`config.mk`:
```
export PLATFORM = sky130hd
export DESIGN_NAME = moving_mean_burst_slicer
export DESIGN_NICKNAME = d
export VERILOG_FILES = /design/src/mmbs_pkg.sv /design/src/mmbs_line.sv /design/src/moving_mean_burst_slicer.sv
export SDC_FILE = /design/constraint.sdc
export NUM_CORES = 2
export LEC_CHECK = 0
export ABC_AREA = 0
export BUFFER_PORTS_ARGS = -buffer_cell sky130_fd_sc_hd__buf_2
export CORE_MARGIN = 5
export CORE_UTILIZATION = 58
export DETAILED_ROUTE_END_ITERATION = 8
export PLACE_DENSITY = 0.77
export SYNTH_ARGS = -nofsm -noshare
export SYNTH_HDL_FRONTEND = slang
export SYNTH_SLANG_ARGS = --single-unit
```
`constraint.sdc`:
```
create_clock -name clock -period 9 [get_ports clock]
set_input_delay 1.35 -clock clock [delete_from_list [all_inputs] [get_ports clock]]
set_output_delay 1.35 -clock clock [all_outputs]
set_load 0.005 [all_outputs]
```
`src/mmbs_pkg.sv`:
```
`default_nettype none

package mmbs_pkg;

   localparam int MAX_WINDOW  = 64;
   localparam int SAMPLE_BITS = 16;
   localparam int WIN_BITS    = 7;
   localparam int ADDR_BITS   = $clog2(MAX_WINDOW);
   localparam int DIST_BITS   = ADDR_BITS + 1;
   localparam int CNT_BITS    = ADDR_BITS;
   localparam int SUM_BITS    = SAMPLE_BITS + ADDR_BITS + 1;
   localparam int CMP_BITS    = SAMPLE_BITS + WIN_BITS + 1;

   localparam logic [WIN_BITS-1:0] WINDOW_RESET = WIN_BITS'(16);
   localparam logic [WIN_BITS-1:0] WINDOW_MIN   = WIN_BITS'(2);
   localparam logic [WIN_BITS-1:0] WINDOW_MAX   = WIN_BITS'(MAX_WINDOW);

   typedef struct packed {
      logic                 wr_en;
      logic                 rd_en;
      logic [DIST_BITS-1:0] dist_a;
      logic [DIST_BITS-1:0] dist_b;
   } line_cmd_type;

   typedef enum logic [5:0] {
      ST_IDLE    = 6'b000001,
      ST_CALC    = 6'b000010,
      ST_SUM_RD  = 6'b000100,
      ST_SUM_ACC = 6'b001000,
      ST_FL_RD   = 6'b010000,
      ST_FL_OUT  = 6'b100000
   } state_type;

   function automatic logic [WIN_BITS-1:0] eff_window(input logic [WIN_BITS-1:0] w);
      logic [WIN_BITS-1:0] r;
      if (w < WINDOW_MIN) begin
         r = WINDOW_MIN;
      end else if (w > WINDOW_MAX) begin
         r = WINDOW_MAX;
      end else begin
         r = w;
      end
      return r;
   endfunction

endpackage

`default_nettype wire

```
`src/mmbs_line.sv`:
```
`default_nettype none

module mmbs_line
   import mmbs_pkg::*;
(
   input  wire                            clock,
   input  wire                            reset,
   input  wire line_cmd_type              cmd,
   input  wire signed [SAMPLE_BITS-1:0]   wr_data,
   output logic signed [SAMPLE_BITS-1:0]  rd_a,
   output logic signed [SAMPLE_BITS-1:0]  rd_b
);

   logic signed [SAMPLE_BITS-1:0] mem [MAX_WINDOW];
   logic [ADDR_BITS-1:0]          wp_ff;
   logic [ADDR_BITS-1:0]          wp_in;
   logic [ADDR_BITS-1:0]          addr_a;
   logic [ADDR_BITS-1:0]          addr_b;
   logic signed [SAMPLE_BITS-1:0] rd_a_ff;
   logic signed [SAMPLE_BITS-1:0] rd_b_ff;

   // entry k words back sits at wp - 1 - k, so a distance d reads wp - d
   assign addr_a = wp_ff - ADDR_BITS'(cmd.dist_a);
   assign addr_b = wp_ff - ADDR_BITS'(cmd.dist_b);
   assign wp_in  = cmd.wr_en ? wp_ff + ADDR_BITS'(1) : wp_ff;

   always_ff @(posedge clock) begin
      if (reset) begin
         wp_ff <= '0;
      end else begin
         wp_ff <= wp_in;
      end
   end

   // read-first: a read of the slot being written returns the old word
   always_ff @(posedge clock) begin
      if (cmd.wr_en) begin
         mem[wp_ff] <= wr_data;
      end
      if (cmd.rd_en) begin
         rd_a_ff <= mem[addr_a];
         rd_b_ff <= mem[addr_b];
      end
   end

   assign rd_a = rd_a_ff;
   assign rd_b = rd_b_ff;

endmodule

`default_nettype wire

```
`src/moving_mean_burst_slicer.sv`:
```
`default_nettype none

// Burst slicer: each burst sample gets a hard decision, 1 when sample*N exceeds the sum of the
// N samples of a window centered on it (N = csr_window_size, clamped to 2..64). Samples live in a
// 64-word circular memory with a registered read port. A burst word first writes the sample and
// reads the oldest and center words, then updates the running sum and decides. When the end
// word has tail decisions, the block then sums the newest m = min(ceil(N/2), fill) samples and
// gives up to ceil(N/2)-1 tail decisions, with one memory read for each sample summed and for
// each tail decision. A stalled result holds the block until it is taken. The first
// floor(N/2) samples of a burst give no decision. Words outside a burst are taken and dropped.
// A window write aborts any open burst; it is taken only while the block is idle, and input
// words are held off while it is offered.
module moving_mean_burst_slicer
   import mmbs_pkg::*;
(
   input  wire                          clock,
   input  wire                          reset,
   input  wire                          req_valid,
   output logic                         req_stall,
   input  wire signed [SAMPLE_BITS-1:0] req_sample,
   input  wire                          req_burst_start,
   input  wire                          req_burst_end,
   output logic                         rsp_valid,
   input  wire                          rsp_stall,
   output logic                         rsp_decision,
   output logic                         rsp_last_of_burst,
   input  wire                          csr_valid,
   output logic                         csr_ready,
   input  wire [WIN_BITS-1:0]           csr_window_size
);

   state_type                     state_ff, state_in;
   logic [WIN_BITS-1:0]           window_size_ff, window_size_in;
   logic                          in_burst_ff, in_burst_in;
   logic [WIN_BITS-1:0]           fill_ff, fill_in;
   logic signed [SUM_BITS-1:0]    sum_ff, sum_in;
   logic signed [SUM_BITS-1:0]    tail_ff, tail_in;
   logic signed [SAMPLE_BITS-1:0] x_ff, x_in;
   logic                          end_ff, end_in;
   logic                          sub_ff, sub_in;
   logic [CNT_BITS-1:0]           m_ff, m_in;
   logic [CNT_BITS-1:0]           nflush_ff, nflush_in;
   logic [CNT_BITS-1:0]           idx_ff, idx_in;
   logic                          rsp_valid_ff, rsp_valid_in;
   logic                          rsp_dec_ff, rsp_dec_in;
   logic                          rsp_last_ff, rsp_last_in;

   line_cmd_type                  cmd;
   logic signed [SAMPLE_BITS-1:0] rd_a;
   logic signed [SAMPLE_BITS-1:0] rd_b;

   logic [WIN_BITS-1:0]           n_eff;
   logic [WIN_BITS-1:0]           h_eff;
   logic [WIN_BITS-1:0]           c_eff;
   logic [WIN_BITS-1:0]           m_full;
   logic [WIN_BITS-1:0]           nflush_full;
   logic [WIN_BITS-1:0]           fill_base;
   logic                          req_take;
   logic                          csr_take;
   logic                          out_free;
   logic                          need_dec;
   logic signed [SUM_BITS-1:0]    sub_val;
   logic signed [SUM_BITS-1:0]    sum_new;
   logic signed [SAMPLE_BITS-1:0] mul_a;
   logic [WIN_BITS-1:0]           mul_b;
   logic signed [SUM_BITS-1:0]    cmp_rhs;
   logic signed [CMP_BITS-1:0]    prod;
   logic                          above;

   mmbs_line u_line (
      .clock   (clock),
      .reset   (reset),
      .cmd     (cmd),
      .wr_data (req_sample),
      .rd_a    (rd_a),
      .rd_b    (rd_b)
   );

   assign n_eff = eff_window(window_size_ff);
   assign h_eff = n_eff >> 1;
   assign c_eff = n_eff - h_eff;

   assign req_stall = (state_ff != ST_IDLE) || csr_valid;
   assign csr_ready = (state_ff == ST_IDLE);
   assign req_take  = req_valid && !req_stall;
   assign csr_take  = csr_valid && csr_ready;
   assign out_free  = !rsp_valid_ff || !rsp_stall;

   // tail flush sizing from the fill after this word
   always_comb begin
      m_full = (c_eff < fill_ff) ? c_eff : fill_ff;
      nflush_full = '0;
      if (fill_ff > h_eff) begin
         nflush_full = fill_ff - h_eff;
         if (nflush_full > c_eff - WIN_BITS'(1)) begin
            nflush_full = c_eff - WIN_BITS'(1);
         end
      end
   end

   assign sub_val  = sub_ff ? SUM_BITS'(rd_a) : SUM_BITS'(0);
   assign sum_new  = sum_ff - sub_val + SUM_BITS'(x_ff);
   assign need_dec = (fill_ff == n_eff);

   // one shared multiplier for the centered and the tail test
   always_comb begin
      if (state_ff == ST_CALC) begin
         mul_a   = (c_eff == WIN_BITS'(1)) ? x_ff : rd_b;
         mul_b   = n_eff;
         cmp_rhs = sum_new;
      end else begin
         mul_a   = rd_a;
         mul_b   = WIN_BITS'(m_ff);
         cmp_rhs = tail_ff;
      end
   end

   assign prod  = $signed(CMP_BITS'(mul_a)) * $signed(CMP_BITS'(mul_b));
   assign above = prod > CMP_BITS'(cmp_rhs);

   always_comb begin
      state_in       = state_ff;
      window_size_in = window_size_ff;
      in_burst_in    = in_burst_ff;
      fill_in        = fill_ff;
      sum_in         = sum_ff;
      tail_in        = tail_ff;
      x_in           = x_ff;
      end_in         = end_ff;
      sub_in         = sub_ff;
      m_in           = m_ff;
      nflush_in      = nflush_ff;
      idx_in         = idx_ff;
      rsp_valid_in   = rsp_valid_ff && rsp_stall;
      rsp_dec_in     = rsp_dec_ff;
      rsp_last_in    = rsp_last_ff;
      cmd            = '0;
      fill_base      = req_burst_start ? '0 : fill_ff;

      unique case (state_ff)
         ST_IDLE: begin
            if (req_take && (req_burst_start || in_burst_ff)) begin
               cmd.wr_en   = 1'b1;
               cmd.rd_en   = 1'b1;
               cmd.dist_a  = DIST_BITS'(n_eff);
               cmd.dist_b  = DIST_BITS'(c_eff - WIN_BITS'(1));
               in_burst_in = 1'b1;
               x_in        = req_sample;
               end_in      = req_burst_end;
               sub_in      = (fill_base >= n_eff);
               fill_in     = (fill_base < n_eff) ? fill_base + WIN_BITS'(1) : fill_base;
               if (req_burst_start) begin
                  sum_in = '0;
               end
               state_in = ST_CALC;
            end
            if (csr_take) begin
               window_size_in = csr_window_size;
               in_burst_in    = 1'b0;
            end
         end
         ST_CALC: begin
            if (!need_dec || out_free) begin
               sum_in = sum_new;
               if (need_dec) begin
                  rsp_valid_in = 1'b1;
                  rsp_dec_in   = above;
                  rsp_last_in  = end_ff && (nflush_full == '0);
               end
               state_in = ST_IDLE;
               if (end_ff) begin
                  in_burst_in = 1'b0;
                  m_in        = CNT_BITS'(m_full);
                  nflush_in   = CNT_BITS'(nflush_full);
                  idx_in      = '0;
                  tail_in     = '0;
                  if (nflush_full != '0) begin
                     state_in = ST_SUM_RD;
                  end
               end
            end
         end
         ST_SUM_RD: begin
            cmd.rd_en  = 1'b1;
            cmd.dist_a = DIST_BITS'(idx_ff) + DIST_BITS'(1);
            state_in   = ST_SUM_ACC;
         end
         ST_SUM_ACC: begin
            tail_in = tail_ff + SUM_BITS'(rd_a);
            if (idx_ff + CNT_BITS'(1) == m_ff) begin
               idx_in   = nflush_ff;
               state_in = ST_FL_RD;
            end else begin
               idx_in   = idx_ff + CNT_BITS'(1);
               state_in = ST_SUM_RD;
            end
         end
         ST_FL_RD: begin
            cmd.rd_en  = 1'b1;
            cmd.dist_a = DIST_BITS'(idx_ff);
            state_in   = ST_FL_OUT;
         end
         ST_FL_OUT: begin
            if (out_free) begin
               rsp_valid_in = 1'b1;
               rsp_dec_in   = above;
               rsp_last_in  = (idx_ff == CNT_BITS'(1));
               idx_in       = idx_ff - CNT_BITS'(1);
               state_in     = (idx_ff == CNT_BITS'(1)) ? ST_IDLE : ST_FL_RD;
            end
         end
         default: begin
            state_in = ST_IDLE;
         end
      endcase
   end

   always_ff @(posedge clock) begin
      if (reset) begin
         state_ff       <= ST_IDLE;
         window_size_ff <= WINDOW_RESET;
         in_burst_ff    <= 1'b0;
         fill_ff        <= '0;
         sum_ff         <= '0;
         rsp_valid_ff   <= 1'b0;
      end else begin
         state_ff       <= state_in;
         window_size_ff <= window_size_in;
         in_burst_ff    <= in_burst_in;
         fill_ff        <= fill_in;
         sum_ff         <= sum_in;
         rsp_valid_ff   <= rsp_valid_in;
      end
   end

   always_ff @(posedge clock) begin
      tail_ff     <= tail_in;
      x_ff        <= x_in;
      end_ff      <= end_in;
      sub_ff      <= sub_in;
      m_ff        <= m_in;
      nflush_ff   <= nflush_in;
      idx_ff      <= idx_in;
      rsp_dec_ff  <= rsp_dec_in;
      rsp_last_ff <= rsp_last_in;
   end

   assign rsp_valid         = rsp_valid_ff;
   assign rsp_decision      = rsp_dec_ff;
   assign rsp_last_of_burst = rsp_last_ff;

   a_fill_bound: assert property (@(posedge clock) disable iff (reset)
      in_burst_ff |-> fill_ff <= n_eff)
      else $error("fill count beyond window");

   a_flush_closed: assert property (@(posedge clock) disable iff (reset)
      (state_ff == ST_SUM_RD || state_ff == ST_SUM_ACC ||
       state_ff == ST_FL_RD || state_ff == ST_FL_OUT) |-> !in_burst_ff)
      else $error("tail flush while burst open");

   a_flush_count: assert property (@(posedge clock) disable iff (reset)
      (state_ff == ST_SUM_RD || state_ff == ST_SUM_ACC) |->
      (nflush_ff < m_ff) && (nflush_ff != '0) && (idx_ff < m_ff))
      else $error("flush counts out of range");

   a_flush_last: assert property (@(posedge clock) disable iff (reset)
      (state_ff == ST_FL_OUT && out_free && idx_ff == CNT_BITS'(1)) |=>
      rsp_valid_ff && rsp_last_ff && state_ff == ST_IDLE)
      else $error("final tail decision not marked last");

endmodule

`default_nettype wire
```
# After elaboration in Yosys (flattened, before gate mapping)
# Memories as Yosys holds them, arrays and structs flattened. A register that Yosys moved wholly into a read port is not among the register bits.
# Index checks and enable logic that the tools add are counted.
[word_totals] ff_bits=112 ram_bits=1024 in_bits=30 output_inout_bits=5 elab_cells=140 n_memories=1
[mem_list] name="u_line.mem" words=64 width=16 rd=2 rd_ports_with_merged_regs=2 write_ports=1 line_no="mmbs_line.sv:14" source="logic signed [SAMPLE_BITS-1:0] mem [MAX_WINDOW];"
[op_classes] addsub=13 multipliers=1 order_cmp=8 n_eq_ne=18 mux=55 n_reduce_logical=28
[ops] operator="23-bit 2-to-1 mux" n=7
[ops] operator="23-bit case mux with 2 select lines" n=2
[ops] operator="6-bit 2-to-1 mux" n=10
[ops] operator="7-bit 2-to-1 mux" n=7
[ops] operator="16-bit 2-to-1 mux" n=3
[ops] operator="23-bit by 16-bit adder with 23-bit output" n=2
[ops] operator="6-bit case mux with 6 select lines" n=1
[ops] operator="24-bit by 23-bit > comparator with 1-bit output" n=1
[ops] operator="16-bit by 8-bit multiplier with 24-bit output" n=1
[ops] operator="8-bit case mux with 3 select lines" n=1
[ops] operator="23-bit subtractor" n=1
[ops] operator="6-bit case mux with 3 select lines" n=1
[ops] operator="1-bit 2-to-1 mux" n=16
[ops] operator="4-bit AND reduction" n=4
[ops] operator="7-bit less-than comparator" n=2
[ops] operator="7-bit by 6-bit subtractor with 7-bit output" n=2
[ops] operator="6-bit by 1-bit adder with 6-bit output, second input constant" n=2
[ops] operator="6-bit by 1-bit == test with 1-bit output, second input constant" n=2
[ops] operator="6-bit subtractor" n=2
[ops] operator="5-bit 2-to-1 mux" n=2
[ops] operator="3-bit AND reduction" n=3
[ops] operator="2-bit inequality test, second input constant" n=4
[ops] operator="1-bit case mux with 2 select lines" n=4
[ops] operator="6-bit by 1-bit adder with 7-bit output, second input constant" n=1
[ops] operator="28 further kinds" n=42

# Depth between registers and ports, before layout
[logic_depth] depth_word=13 ltp_mapped=42 ltp_nobuf=40

# Hierarchy
# A second synthesis with hierarchy kept.
[unflattened] cells_unflattened=4053 area_unflattened_um2=64571.9
[modules_own_cells] module="mmbs_line" n_inst=1 cells_each=2389 area_each_um2=50324.5 seq_area_each_um2=31830.5
[modules_own_cells] module="moving_mean_burst_slicer" n_inst=1 cells_each=1664 area_each_um2=14247.4 seq_area_each_um2=2732.6

# Least setup slack after synthesis
# Ideal clock, no wire load.
[synth_timing] kind="register to register" startpoint="reg window_size_ff[2]" endpoint="reg rsp_dec_ff (netlist: rsp_decision), data pin" setup_time_ns=0.257 arrival_ns=8.959 t_required_ns=8.743 slack_ns=-0.216 path_stages_with_launch=40 path_buffers=2 synth_period_minus_slack_ns=9.216 path_cell_list="dfxtp_1 -> or4_1 -> o211ai_2 -> ha_1 -> fa_1 -> nor2b_1 -> o21ai_1 -> nand2b_1 -> xor2_1 -> or3_1 -> nor4b_4 -> buf_4 -> buf_4 -> a211oi_2 -> or3_1 -> fa_1 -> inv_1 -> fa_1 -> (+4 left out) -> ha_1 -> or3_1 -> or2_2 -> a31o_2 -> a31oi_1 -> o21ai_0 -> o41ai_1 -> o21ai_0 -> a21oi_1 -> xnor2_1 -> ha_1 -> nand4_1 -> nor2_1 -> nand3_1 -> a21oi_1 -> a311oi_1 -> nand2_1 -> mux2i_1"
[synth_via] elab_chain_len=12 elab_cells_between_ends=15 classes_between="add/sub (1); mul (1); order compare (3); eq/ne (1); mux (9)"
[synth_lines] element="start: declaration" line_no="moving_mean_burst_slicer.sv:33" source="logic [WIN_BITS-1:0] window_size_ff, window_size_in;"
[synth_lines] element="start signal: assignment" line_no="moving_mean_burst_slicer.sv:228" source="window_size_ff <= window_size_in;"
[synth_lines] element="7-bit > comparator" line_no="mmbs_pkg.sv:38" source="end else if (w > WINDOW_MAX) begin"
[synth_lines] element="7-bit 2-to-1 mux" line_no="mmbs_pkg.sv:38"
[synth_lines] element="7-bit 2-to-1 mux *" line_no="mmbs_pkg.sv:36" source="if (w < WINDOW_MIN) begin"
[synth_lines] element="7-bit by 6-bit subtractor with 7-bit output" line_no="moving_mean_burst_slicer.sv:81" source="assign c_eff = n_eff - h_eff;"
[synth_lines] element="7-bit by 1-bit == test with 1-bit output" line_no="moving_mean_burst_slicer.sv:108" source="mul_a = (c_eff == WIN_BITS'(1)) ? x_ff : rd_b;"
[synth_lines] element="16-bit 2-to-1 mux" line_no="moving_mean_burst_slicer.sv:108"
[synth_lines] element="16-bit 2-to-1 mux" line_no="moving_mean_burst_slicer.sv:107" source="if (state_ff == ST_CALC) begin"
[synth_lines] element="16-bit by 8-bit multiplier with 24-bit output *" line_no="moving_mean_burst_slicer.sv:118" source="assign prod = $signed(CMP_BITS'(mul_a)) * $signed(CMP_BITS'(mul_b));"
[synth_lines] element="24-bit by 23-bit > comparator with 1-bit output *" line_no="moving_mean_burst_slicer.sv:119" source="assign above = prod > CMP_BITS'(cmp_rhs);"
[synth_lines] element="via above" line_no="moving_mean_burst_slicer.sv:68" source="logic above;"
[synth_lines] element="1-bit 2-to-1 mux" line_no="moving_mean_burst_slicer.sv:165" source="if (need_dec) begin"
[synth_lines] element="1-bit 2-to-1 mux" line_no="moving_mean_burst_slicer.sv:163" source="if (!need_dec || out_free) begin"
[synth_lines] element="1-bit case mux with 2 select lines *" line_no="moving_mean_burst_slicer.sv:140" source="unique case (state_ff)"
[synth_lines] element="end signal: assignment" line_no="moving_mean_burst_slicer.sv:244" source="rsp_dec_ff <= rsp_dec_in;"
[synth_lines] element="end: declaration" line_no="moving_mean_burst_slicer.sv:45" source="logic rsp_dec_ff, rsp_dec_in;"
# Mark *: on every way through the listed nets, which the timed path passes. The rest lies on a longest branch. The select of a mux whose other input is x is not followed.
# A chain may end at the register's enable or synchronous reset.

# Worst setup path after layout
[layout_timing] startpoint="reg window_size_ff[4]" endpoint="reg rsp_dec_ff (netlist: rsp_decision), data pin"
# The elaborated chain is that of the path after synthesis.

==> results.toml <==
[critical_path]
cp_depth = 40
critPathBufInv = 6
worst_path_max_delay_cell = "sky130_fd_sc_hd__fa_1"
endpoint_kind = "flop"
worst_setup_startpoint = "window_size_ff[4]"
ff2ff_setup_slack_ps = -70
r2r_start = "window_size_ff[4]"
setup.worst_path.start_class = "flop"
arrival_ps = 9640
timing.critical_path.mode_cell = "sky130_fd_sc_hd__fa_1"
max_stage_delay_ps = 560
timing.reg2reg.worst_path_depth = 40
worst_setup_path_endpoint = "rsp_decision"
critical-path-top-delay-family = "adder cells"
timing.setup.critical_path_class = "reg -> reg"
worstPathRequired_ps = 9570
critical_path.reg2reg.endpoint = "rsp_decision"
crit_fanout = 6

[sta]
hold_viol_final = 0
report.final.setup_viol = 1
timing_worst_slew_pin_value_ps = 1330
achievable-frequency_mhz = 110
postLayoutSetupSlackWorst_ps = -71.5
min_period_over_period = 1.01
final_slew_viol_count = 0
fin_worst_skew_ps = 58.8
finalCriticalPeriod_ps = 9070
tns_ps = -71.5
worst_slew_margin_rel = 0.114
grt_setup_unrepaired = "yes"

[yosys]
synth_cell_types = 75
syn_nets = 4079
synth-seq-cells = 1168
ys.flop_type = "sky130_fd_sc_hd__edfxtp_1"
async_reset_ff_frac = 0
synth.cell_area_um2 = 62500
synth_enable_flop_cells = 1117
ys_seq_area_frac = 0.553
synth.avg_cell_area_um2 = 16.6
synth.yosys.warnings = 0
netlist_instances = 3771

[outcome]
violations = "setup timing"
run_status = "complete, but fails checks"

[global_routing]
global_route_usage_sum = 0.312
wire_length_of_the_first_global_routing_pass_mm = 263
remaining_overflow_grt = 0
grt_pass1_vias = 39100
grt_start_max_net_pins = 87
grt_antenna_before_repair = 10

[cells_and_area]
fillerInstances = 7042
seqCellArea_um2 = 34600
nNetsFinal = 4195
final_core_utilization = 0.649
multiInputGateArea_um2 = 26700
post_route_cells_drive_above_1_share = 0.289
area_growth_syn_to_layout_pct = 11.1

[flow_run]
max_cap_viols = 0

[floorplanning]
initial_core_utilization = 0.584
core.rowCount = 120
die_y_um = 338
fp.dieArea_um2 = 114000
chip_width_um = 338
core-area_um2 = 107000
number_of_top_level_pins = 35

[cts]
clkTransAtPathRegs_ps = 70
worstSkewPairLatency_ps = 730
cts.root.buffer_cell = "sky130_fd_sc_hd__clkbuf_16"
ctsLongestPathBuffers = 3
tritoncts_clock_tree = "yes"
cts_bufs_inserted = 113
ctsHoldBuffers = 0
ctsHtreeMaxLevel = 3
clk_sinks = 1168

[routing]
post_drt_via_cell_ratio = 7.24
routed-wl-met2_mm = 85.3
drc = 0
drt_iter0_drcs = 5762
wirelength_mm = 180
sum_of_met3_wire_segment_lengths_after_detailed_routing_mm = 24.3
vias = 38900
route.antenna.remaining_nets = 0
routedWlPerCell_um = 33.4
highest_layer = "met5"
routed_length_on_met1_mm = 58.7
firstDrtPassIters = 6

[power]
swShare = 0.280
internal_power_mw = 10.0
total_leakage_power_nw = 23.8
clock_power_share = 0.336
peakVddDrop_mv = 0.161
p_per_area_nw_per_um2 = 200
pwr-share-comb = 0.230
power.total_mw = 13.9
power.net_switching_mw = 3.88
power_frac_seq = 0.434

[place]
place_congestion = 0.881
portBuffers = 34
dp.final_hpwl_mm = 108

[hold_path]
timing.hold.worst.class = "reg -> reg"
cell type report:
type                    count  area share
multi-input cells        2142       0.385
clock inverters            66     0.00908
clock buffers             137      0.0426
repair buffers            209      0.0264
flip-flops and latches   1168       0.498
inverters                 253      0.0137
well taps                1403      0.0253
diodes                      3    0.000108
cell usage after synthesis (43+ instances only):
library cell / number / share of area
sky130_fd_sc_hd__dfxtp_1: 51 / 0.016
sky130_fd_sc_hd__fa_1: 113 / 0.036
sky130_fd_sc_hd__a21oi_1: 134 / 0.011
sky130_fd_sc_hd__nand2_1: 112 / 0.0067
sky130_fd_sc_hd__edfxtp_1: 1117 / 0.54
sky130_fd_sc_hd__mux4_2: 640 / 0.23
sky130_fd_sc_hd__ha_1: 165 / 0.033
sky130_fd_sc_hd__xor2_1: 46 / 0.0064
sky130_fd_sc_hd__xnor2_1: 55 / 0.0077
sky130_fd_sc_hd__nor2_1: 232 / 0.014
sky130_fd_sc_hd__mux2i_1: 88 / 0.014
sky130_fd_sc_hd__nor3_1: 89 / 0.0071
sky130_fd_sc_hd__buf_1: 43 / 0.0026
sky130_fd_sc_hd__inv_1: 252 / 0.015
sky130_fd_sc_hd__clkbuf_1: 144 / 0.0086
sky130_fd_sc_hd__o21ai_0: 56 / 0.0045
registers in the layout, summed over array words and instances (netlist names):
name               cells
end_ff                 1
nflush_ff              6
rsp_decision           1
sum_ff                23
window_size_ff         7
u_line.mem          1024
fill_ff                7
u_line.rd_b           16
state_ff               6
m_ff                   6
idx_ff                 6
rsp_last_of_burst      1
in_burst_ff            1
tail_ff               23
u_line.wp_ff           6
u_line.rd_a           16
x_ff                  16
rsp_valid              1
sub_ff                 1
worst min path at each step:
stage	from	end	slack, ps	depth (start not counted)
after floorplan	sum_ff[11]	sum_ff[11]	430	2
after global placement	sum_ff[5]	sum_ff[5]	440	2
after detailed placement	sum_ff[12]	sum_ff[12]	440	2
after CTS	sum_ff[12]	sum_ff[12]	450	2
after global routing	sum_ff[4]	sum_ff[4]	460	2
final	sum_ff[16]	sum_ff[16]	450	2
power by group through the flow:
stage          Combinational, mW  Clock (mW)  Sequential, mW
6_report                    3.20        4.66            6.03
3_3_place_gp                3.02           0            6.14
5_1_grt                     3.42        4.94            6.03
2_1_floorplan               2.11           0            6.13
4_1_cts                     3.14        4.69            6.03
3_5_place_dp                3.07           0            6.14
what timing repair did:
action,in CTS,in global routing
hold endpoints to repair,0,0
gates cloned,1,1
setup endpoints to repair,1,1
pin swaps,14,28
resized for setup,14,22
setup buffers,7,4
worst reg2reg max path, delay by kind of cell, from the launching register on:
family	cells	cell delay, ps
AO/OA/AOI/OAI	11	1620
multiplexers	1	190
XOR/XNOR	2	260
flip-flops	1	310
AND/OR/NAND/NOR	12	2950
adder cells (fa/ha/maj)	8	2950
buffers and inverters	6	620
cell usage in the layout, fill, tap and decap left out, drive strengths merged, types with 88 or more instances in the layout:
master and count:
edfxtp 1117, mux4 640, inv 258, nor2 232, buf 207, ha 165
clkbuf 138, a21oi 134, fa 113, nand2 112, nor3 89, mux2i 88
cell families after synthesis:
| logic type | synth area share |
|---|---|
| buf+inv | 0.0286 |
| simple gates | 0.0494 |
| xor+xnor | 0.0147 |
| compound gates | 0.0399 |
| mux | 0.245 |
| flops | 0.553 |
| fa+ha+maj | 0.0692 |
routing by layer:
layer	track usage	vias to the layer above
met5	0	-
met4	0.152	8
met3	0.0988	651
met2	0.501	3169
met1	0.390	19700
li1	-	15400
metrics by stage:
step           area [µm²]  worst slack, ps  cells  hold slack (ps)
2_1_floorplan       62600             3.56   3771              432
3_3_place_gp        65500            -86.3   5162              439
3_5_place_dp        65500             -273   5162              443
4_1_cts             69300            -36.5   5373              452
5_1_grt             69400             -526   5378              464
6_report            69400            -71.5   5381              452
Note: power is estimated with default switching activity, not from simulation.
